### config.mk
export PLATFORM = sky130hd
export DESIGN_NAME = binary_xnor_popcount_conv_mac
export DESIGN_NICKNAME = d
export VERILOG_FILES = /design/src/hw/rtl/bxpc_pkg.sv /design/src/hw/rtl/bxpc_ctrl.sv /design/src/hw/rtl/bxpc_dp.sv /design/src/hw/rtl/binary_xnor_popcount_conv_mac.sv
export SDC_FILE = /design/constraint.sdc
export NUM_CORES = 2
export LEC_CHECK = 0
export BUFFER_PORTS_ARGS = -buffer_cell sky130_fd_sc_hd__buf_2
export CORE_MARGIN = 2
export CORE_UTILIZATION = 60
export CTS_BUF_LIST = sky130_fd_sc_hd__clkbuf_4 sky130_fd_sc_hd__clkbuf_8
export DETAILED_ROUTE_END_ITERATION = 16
export PLACE_DENSITY = 0.78
export SKIP_CTS_REPAIR_TIMING = 1
export SLEW_MARGIN = 0
export SYNTH_ARGS = -nofsm -noshare
export SYNTH_HDL_FRONTEND = slang
export SYNTH_SLANG_ARGS = --single-unit
### constraint.sdc
create_clock -name clk -period 8.13 [get_ports clk]
set_input_delay 0 -clock clk [delete_from_list [all_inputs] [get_ports clk]]
set_output_delay 0 -clock clk [all_outputs]
set_load 0.02 [all_outputs]
### src/hw/rtl/bxpc_pkg.sv
// Shared types, constants and the popcount function for the XNOR-popcount MAC.
// No dependencies; every other file in hw/rtl refers to it by scoped names.
package bxpc_pkg;

	localparam int unsigned WordW    = 32;
	localparam int unsigned CntW     = 6;
	localparam int unsigned TotalW   = 17;
	localparam int unsigned SumW     = 16;
	localparam int unsigned ScaleW   = 16;
	localparam int unsigned RawW     = 18;
	localparam int unsigned Prod1W   = RawW + ScaleW + 1;
	localparam int unsigned Prod2W   = Prod1W + ScaleW + 1;
	localparam int unsigned ScaledW  = 48;

	localparam logic [TotalW-1:0]         TotalMax  = '1;
	localparam logic signed [RawW-1:0]    RawMax    = 18'sh1FFFF;
	localparam logic signed [ScaledW-1:0] ScaledMax = {1'b0, {(ScaledW-1){1'b1}}};
	localparam logic signed [ScaledW-1:0] ScaledMin = {1'b1, {(ScaledW-1){1'b0}}};

	// ones count of each nibble value
	localparam logic [2:0] NibbleOnes [16] = '{
		3'd0, 3'd1, 3'd1, 3'd2, 3'd1, 3'd2, 3'd2, 3'd3,
		3'd1, 3'd2, 3'd2, 3'd3, 3'd2, 3'd3, 3'd3, 3'd4
	};

	typedef enum logic [2:0] {
		ST_IDLE,
		ST_RAW,
		ST_MUL1,
		ST_MUL2,
		ST_DONE
	} state_t;

	// controller to datapath
	typedef struct packed {
		logic acc_en;
		logic cap_en;
		logic raw_en;
		logic mul1_en;
		logic mul2_en;
		logic out_load;
	} cmd_t;

	// count set bits through the nibble table
	function automatic logic [CntW-1:0] count_ones(input logic [WordW-1:0] w);
		logic [CntW-1:0] n;
		n = '0;
		for (int i = 0; i < WordW / 4; i++) begin
			n = n + CntW'(NibbleOnes[w[4*i +: 4]]);
		end
		return n;
	endfunction

endpackage

### src/hw/rtl/bxpc_ctrl.sv
// Controller of the XNOR-popcount MAC: sequences the scale multiplies
// and owns the input and output handshakes. Depends on bxpc_pkg.
module bxpc_ctrl (
	input  logic          clk,
	input  logic          arst_n,
	input  logic          in_valid,
	output logic          in_stall,
	input  logic          last,
	output logic          out_valid,
	input  logic          out_stall,
	output bxpc_pkg::cmd_t cmd
);

	bxpc_pkg::state_t state_q, state_d;
	logic out_valid_q;
	logic in_acc;

	assign in_stall  = (state_q != bxpc_pkg::ST_IDLE);
	assign in_acc    = in_valid && !in_stall;
	assign out_valid = out_valid_q;

	// hold state
	always_ff @(posedge clk or negedge arst_n) begin
		if (!arst_n) begin
			state_q     <= bxpc_pkg::ST_IDLE;
			out_valid_q <= 1'b0;
		end else begin
			state_q <= state_d;
			if (cmd.out_load) begin
				out_valid_q <= 1'b1;
			end else if (out_valid_q && !out_stall) begin
				out_valid_q <= 1'b0;
			end
		end
	end

	// next state and commands
	always_comb begin
		state_d      = state_q;
		cmd          = '0;
		cmd.acc_en   = in_acc;
		cmd.cap_en   = in_acc && last;
		unique case (state_q)
			bxpc_pkg::ST_IDLE: begin
				if (in_acc && last) begin
					state_d = bxpc_pkg::ST_RAW;
				end
			end
			bxpc_pkg::ST_RAW: begin
				cmd.raw_en = 1'b1;
				state_d    = bxpc_pkg::ST_MUL1;
			end
			bxpc_pkg::ST_MUL1: begin
				cmd.mul1_en = 1'b1;
				state_d     = bxpc_pkg::ST_MUL2;
			end
			bxpc_pkg::ST_MUL2: begin
				cmd.mul2_en = 1'b1;
				state_d     = bxpc_pkg::ST_DONE;
			end
			bxpc_pkg::ST_DONE: begin
				// load the output register once it is free or being drained
				if (!out_valid_q || !out_stall) begin
					cmd.out_load = 1'b1;
					state_d      = bxpc_pkg::ST_IDLE;
				end
			end
			default: begin
				state_d = bxpc_pkg::ST_IDLE;
			end
		endcase
	end

endmodule

### src/hw/rtl/bxpc_dp.sv
// Datapath of the XNOR-popcount MAC: popcount accumulator, raw sum,
// two scale multiplies and the saturating output register. Depends on bxpc_pkg.
module bxpc_dp #(
	parameter int unsigned WORD_BITS = 32
) (
	input  logic                                clk,
	input  logic                                arst_n,
	input  bxpc_pkg::cmd_t                      cmd,
	input  logic [bxpc_pkg::WordW-1:0]          act_word,
	input  logic [bxpc_pkg::WordW-1:0]          weight_word,
	input  logic [bxpc_pkg::SumW-1:0]           valid_bits,
	input  logic [bxpc_pkg::ScaleW-1:0]         channel_scale,
	input  logic [bxpc_pkg::ScaleW-1:0]         position_scale,
	output logic signed [bxpc_pkg::RawW-1:0]    raw_sum,
	output logic signed [bxpc_pkg::ScaledW-1:0] scaled_value
);

	localparam logic [bxpc_pkg::WordW-1:0] WordMask =
		bxpc_pkg::WordW'((64'd1 << WORD_BITS) - 64'd1);

	logic [bxpc_pkg::TotalW-1:0]          total_q;
	logic [bxpc_pkg::SumW-1:0]            vb_q;
	logic [bxpc_pkg::ScaleW-1:0]          cs_q;
	logic [bxpc_pkg::ScaleW-1:0]          ps_q;
	logic signed [bxpc_pkg::RawW-1:0]     raw_s1;
	logic signed [bxpc_pkg::Prod1W-1:0]   prod_s2;
	logic signed [bxpc_pkg::Prod2W-1:0]   prod_s3;
	logic signed [bxpc_pkg::RawW-1:0]     raw_sum_q;
	logic signed [bxpc_pkg::ScaledW-1:0]  scaled_q;

	logic [bxpc_pkg::WordW-1:0]           xnor_w;
	logic [bxpc_pkg::CntW-1:0]            cnt;
	logic [bxpc_pkg::TotalW:0]            acc_sum;
	logic [bxpc_pkg::TotalW-1:0]          total_d;
	logic signed [bxpc_pkg::RawW:0]       raw_full;
	logic signed [bxpc_pkg::RawW-1:0]     raw_d;
	logic signed [bxpc_pkg::ScaledW-1:0]  scaled_d;

	// count matching bits within the word
	assign xnor_w  = ~(act_word ^ weight_word) & WordMask;
	assign cnt     = bxpc_pkg::count_ones(xnor_w);
	assign acc_sum = {1'b0, total_q} + (bxpc_pkg::TotalW + 1)'(cnt);
	assign total_d = acc_sum[bxpc_pkg::TotalW] ? bxpc_pkg::TotalMax
	                                           : acc_sum[bxpc_pkg::TotalW-1:0];

	// raw = 2 * matches - valid bits, clamped at the top
	assign raw_full = $signed({1'b0, total_q, 1'b0}) -
	                  $signed({3'b000, vb_q});
	assign raw_d = (raw_full > (bxpc_pkg::RawW + 1)'(bxpc_pkg::RawMax))
	               ? bxpc_pkg::RawMax : raw_full[bxpc_pkg::RawW-1:0];

	// clamp the full product to the output range
	always_comb begin
		if (prod_s3 > (bxpc_pkg::Prod2W)'(bxpc_pkg::ScaledMax)) begin
			scaled_d = bxpc_pkg::ScaledMax;
		end else if (prod_s3 < (bxpc_pkg::Prod2W)'(bxpc_pkg::ScaledMin)) begin
			scaled_d = bxpc_pkg::ScaledMin;
		end else begin
			scaled_d = prod_s3[bxpc_pkg::ScaledW-1:0];
		end
	end

	// accumulate matches, clear after the raw sum is taken
	always_ff @(posedge clk or negedge arst_n) begin
		if (!arst_n) begin
			total_q <= '0;
		end else if (cmd.raw_en) begin
			total_q <= '0;
		end else if (cmd.acc_en) begin
			total_q <= total_d;
		end
	end

	// advance operands through the multiply stages
	always_ff @(posedge clk) begin
		if (cmd.cap_en) begin
			vb_q <= valid_bits;
			cs_q <= channel_scale;
			ps_q <= position_scale;
		end
		if (cmd.raw_en) begin
			raw_s1 <= raw_d;
		end
		if (cmd.mul1_en) begin
			prod_s2 <= (bxpc_pkg::Prod1W)'(raw_s1) * $signed({1'b0, cs_q});
		end
		if (cmd.mul2_en) begin
			prod_s3 <= (bxpc_pkg::Prod2W)'(prod_s2) * $signed({1'b0, ps_q});
		end
		if (cmd.out_load) begin
			raw_sum_q <= raw_s1;
			scaled_q  <= scaled_d;
		end
	end

	assign raw_sum      = raw_sum_q;
	assign scaled_value = scaled_q;

endmodule

### src/hw/rtl/binary_xnor_popcount_conv_mac.sv
// Top level of the binary-network XNOR-popcount convolution MAC.
// Instantiates bxpc_ctrl and bxpc_dp; uses bxpc_pkg.
//
// Each transaction on the input brings one activation word and one weight word; the
// block XNORs their low WORD_BITS bits, counts the matches and adds them to a total that
// saturates at 131071. An item without last gives no result. An
// item with last also forms raw_sum = 2*matches - valid_bits (clamped at 131071),
// multiplies it by channel_scale and position_scale (Q4.12 each) and presents the
// Q24.24 result saturated to 48 bits; the input stalls after it while the raw sum and the
// two registered multiplies run, then the result is loaded into the output register and
// the input opens again. A result waiting on out_stall does not block new input items;
// only the next last item waits for the output register to drain.
module binary_xnor_popcount_conv_mac #(
	parameter int unsigned WORD_BITS = 32
) (
	input  logic                                clk,
	input  logic                                arst_n,
	input  logic                                in_valid,
	output logic                                in_stall,
	input  logic [bxpc_pkg::WordW-1:0]          act_word,
	input  logic [bxpc_pkg::WordW-1:0]          weight_word,
	input  logic                                last,
	input  logic [bxpc_pkg::SumW-1:0]           valid_bits,
	input  logic [bxpc_pkg::ScaleW-1:0]         channel_scale,
	input  logic [bxpc_pkg::ScaleW-1:0]         position_scale,
	output logic                                out_valid,
	input  logic                                out_stall,
	output logic signed [bxpc_pkg::RawW-1:0]    raw_sum,
	output logic signed [bxpc_pkg::ScaledW-1:0] scaled_value
);

	bxpc_pkg::cmd_t cmd;

	bxpc_ctrl u_ctrl (
		.clk       (clk),
		.arst_n    (arst_n),
		.in_valid  (in_valid),
		.in_stall  (in_stall),
		.last      (last),
		.out_valid (out_valid),
		.out_stall (out_stall),
		.cmd       (cmd)
	);

	bxpc_dp #(
		.WORD_BITS (WORD_BITS)
	) u_dp (
		.clk            (clk),
		.arst_n         (arst_n),
		.cmd            (cmd),
		.act_word       (act_word),
		.weight_word    (weight_word),
		.valid_bits     (valid_bits),
		.channel_scale  (channel_scale),
		.position_scale (position_scale),
		.raw_sum        (raw_sum),
		.scaled_value   (scaled_value)
	);

endmodule

==> impl_metrics.ini <==
[worst_setup_path]
timing.rr.start = u_dp.ps_q[5]
rr_worst_depth = 21
crit_path_start_kind = flop
critPathSlowestCell = edfxtp_1
crit_required_ns = 8.49
crit_path_max_fanout = 35
critPathKind = flop to flop
cp.arrival_ns = 8.08
cp-end-kind = flop
r2r_end = u_dp.prod_s3[48]
reg2reg_slack_ns = 0.41
cp_common_cell = fa_1
crit_chain = nand2_1, fa_1, inv_1, fa_1, fa_1, fa_1, fa_1, inv_1, fa_1, inv_1, ha_1, a21oi_1, o21bai_1, a21oi_1, o21ai_0, a221o_1, o2bb2ai_1, a31oi_1, nor2_1, a211oi_1, xnor2_1
cpPeakStageDelay_ns = 1.23

[floorplanning]
initial_core_util_pct = 60.8
die_h_um = 266
ios = 185
die_w_um = 266
core_area_um2 = 67500
dieArea_um2 = 70500
std_cell_rows = 95

[routing]
routed_wl_um = 95400
drtIter0Drc = 2089
firstDrtPassIters = 5
drc = 0
ant_nets = 0
wire_per_inst_um = 18.1
via_per_inst = 5.45
vias = 28800

[synthesis]
syn-num-nets = 5457
synth_area_leaders = fa_1 (41%), edfxtp_1 (16%), inv_1 (9.7%)
ys_seq_area_share_pct = 17.3
synth_top_area_share_pct = 41.0
synth_warnings = 0
synthCells = 4234
synthDistinctLibCells = 81
syn_area_um2 = 41100
synth-edff-count = 219
synth-seq-cells = 240
avgSynthCellArea_um2 = 9.70
ys.flop_type = edfxtp_1
synthArstFlopShare_pct = 8.75
yosysTopAreaCell = fa_1

[layout]
post_route_cells_drive_above_1_share_pct = 7.14
final-instance-count-excl-fill = 5284
syn2layout_area_growth_pct = 7.32
multi_input_area_um2 = 29400
final_nets = 5605
fin_area_um2 = 44100
seq_area_um2 = 7100
n_fill_cell = 5379

[clock_network]
clk_pin_slew_worst_paths_ns = 0.06
worstSkewPairLatency_ns = 0.67
numCtsBuffers = 45
cts_tree = built
clock_path_buffers = 3
root_buffer = clkbuf_8
clock_sinks = 240
htree_levels = 2

[sta]
fmax_ghz = 0.129
max_slew_margin_pct = 11.0
maxSlewViolCount = 0
fin_crit_ns = 7.72
setup_viol_count_final = 0
final.setup.tns_ns = 0
rsz0062_at_grt = no
max_slew.worst_pin.slew_ns = 1.34
fin_worst_skew_ns = 0.0580
hold_viol = 0
fin_crit_sh_pct = 95.0

[grt]
grt_pass1_vias = 31000
grt_usage_pct = 28.2
antenna_found_initial = 3
grt_max_degree = 54
grt_pass1_wl_um = 157000
grt_overflow = 0

[min_path]
timing.hold.worst_endpoint = u_dp.cs_q[6]
min_path_cells = 2
hp-start = channel_scale[6]
hold_path.class = primary input to flop

[placed_design]
placed_area_um2 = 42700
place_congestion = 0.944
placed_cells_incl_taps = 5155
io_buffer_count = 184
hpwl_um = 74300

[run_status]
status = finished clean

[run]
drv_cap = 0
[synthesized netlist by cell type (3+ instances only)]
master        n
nand3_1      39
o221ai_1      3
inv_1      1058
ha_1        266
o211ai_1      9
nand2b_1      8
nand3b_1      4
xnor2_1     110
a21oi_1     101
a21o_1       47
nor2b_1      12
nor3_1       19
o31ai_1       5
a211oi_1     11
nand2_1     646
buf_1         4
dfrtp_1      21
and3_1       11
a21boi_0      3
or3_1         4
and2_1      302
xor2_1       42
mux2i_1       3
or2_2         3
o21ai_0      47
o21bai_1     10
fa_1        840
clkbuf_1    158
nand4_1       8
nor2_1       71
o21a_1       61
a31oi_1      14
o2111ai_1     6
a31o_2        3
nor4_1        6
a221o_1       3
edfxtp_1    219
o21ai_1       3
[worst max path at each step]
stage                       startpoint          endpoint  depth (start not counted)
final                     u_dp.ps_q[5]  u_dp.prod_s3[48]                         21
after global routing      u_dp.ps_q[5]  u_dp.prod_s3[48]                         21
after CTS                 u_dp.ps_q[5]  u_dp.prod_s3[48]                         21
after detailed placement  u_dp.ps_q[5]  u_dp.prod_s3[48]                         21
after global placement    u_dp.ps_q[3]  u_dp.prod_s3[50]                         21
after floorplan           u_dp.ps_q[2]  u_dp.prod_s3[51]                         26
[cell usage in the layout (no fill, tap or decap), drive strengths merged, types with 5 or more instances in the layout]
master       netlist  routed
inv             1058    1060
nand2b             8       8
o211ai            10      10
o21a              61      61
and2             303     303
a21oi            104     104
ha               266     266
edfxtp           219     219
dlygate4sd3        0      52
nand3             39      39
nor2b             13      13
nor3              19      19
o2111ai            6       6
buf                9     216
a211oi            12      12
a21boi             5       5
xor2              42      42
nand4              8       8
a21o              48      48
nand2            646     646
o31ai              6       6
o21ai             52      52
a31oi             16      16
clkbuf           158      54
xnor2            110     110
nor4               6       6
dfrtp             21      21
and3              11      11
nor2              72      72
clkinv             0      14
o21bai            10      10
fa               840     840
[sequential cells by signal (all words and copies together) (netlist names)]
signal	count
u_dp.raw_s1	18
u_dp.scaled_value	48
u_ctrl.out_valid	1
u_dp.ps_q	16
u_dp.vb_q	16
u_dp.raw_sum	18
u_ctrl.state_q	3
u_dp.prod_s3	52
u_dp.cs_q	16
u_dp.prod_s2	35
u_dp.total_q	17
[cell type report]
cell class,count,share of cell area [%]
diodes,2,0.0114
clock buffers,54,1.56
clock inverters,20,0.355
inverters,1058,9.01
multi-input cells,2769,66.6
flip-flops and latches,240,16.1
well taps,873,2.48
repair buffers,268,3.84
[cell families (layout without fill, tap and decap cells)]
kind of cell / after synthesis / count (layout) / synth area share (%)
other cells: 0 / 2 / 0
flops: 240 / 240 / 17.3
simple gates: 1143 / 1143 / 12.9
fa+ha+maj: 1106 / 1106 / 49.1
buf+inv: 1225 / 1400 / 11.3
xor+xnor: 152 / 152 / 3.24
mux: 4 / 4 / 0.101
compound gates: 364 / 364 / 6.10
[worst max-delay path, delay by kind of cell (launching register included)]
kind | cells | cell delay, ns
flops | 1 | 1.23
compound gates | 8 | 2.14
buf+inv | 3 | 0.15
simple gates | 2 | 0.35
xor+xnor | 1 | 0.11
fa+ha+maj | 7 | 3.40
[layer usage]
layer	wire length [um]	vias to the layer above	share of wire, %	global-route usage (%)
li1	-	12900	-	-
met1	37500	14500	39	36.9
met2	46300	1188	48	47.4
met3	7940	231	8.3	5.12
met4	3670	2	3.8	10.5
met5	9	-	0.0094	0
[through the flow]
step	hold WS [ns]	utilization, %	setup slack, ns
4_1_cts	-0.673	64.5	0.483
6_report	0.0484	65.3	0.406
3_3_place_gp	-0.00875	63.2	0.740
5_1_grt	0.0401	65.3	0.176
3_5_place_dp	-0.00294	63.2	0.528
2_1_floorplan	-0.296	-	1.66
Power is not shown: default switching activity piles up to over one toggle a cycle in this logic, so the estimate is an artifact.
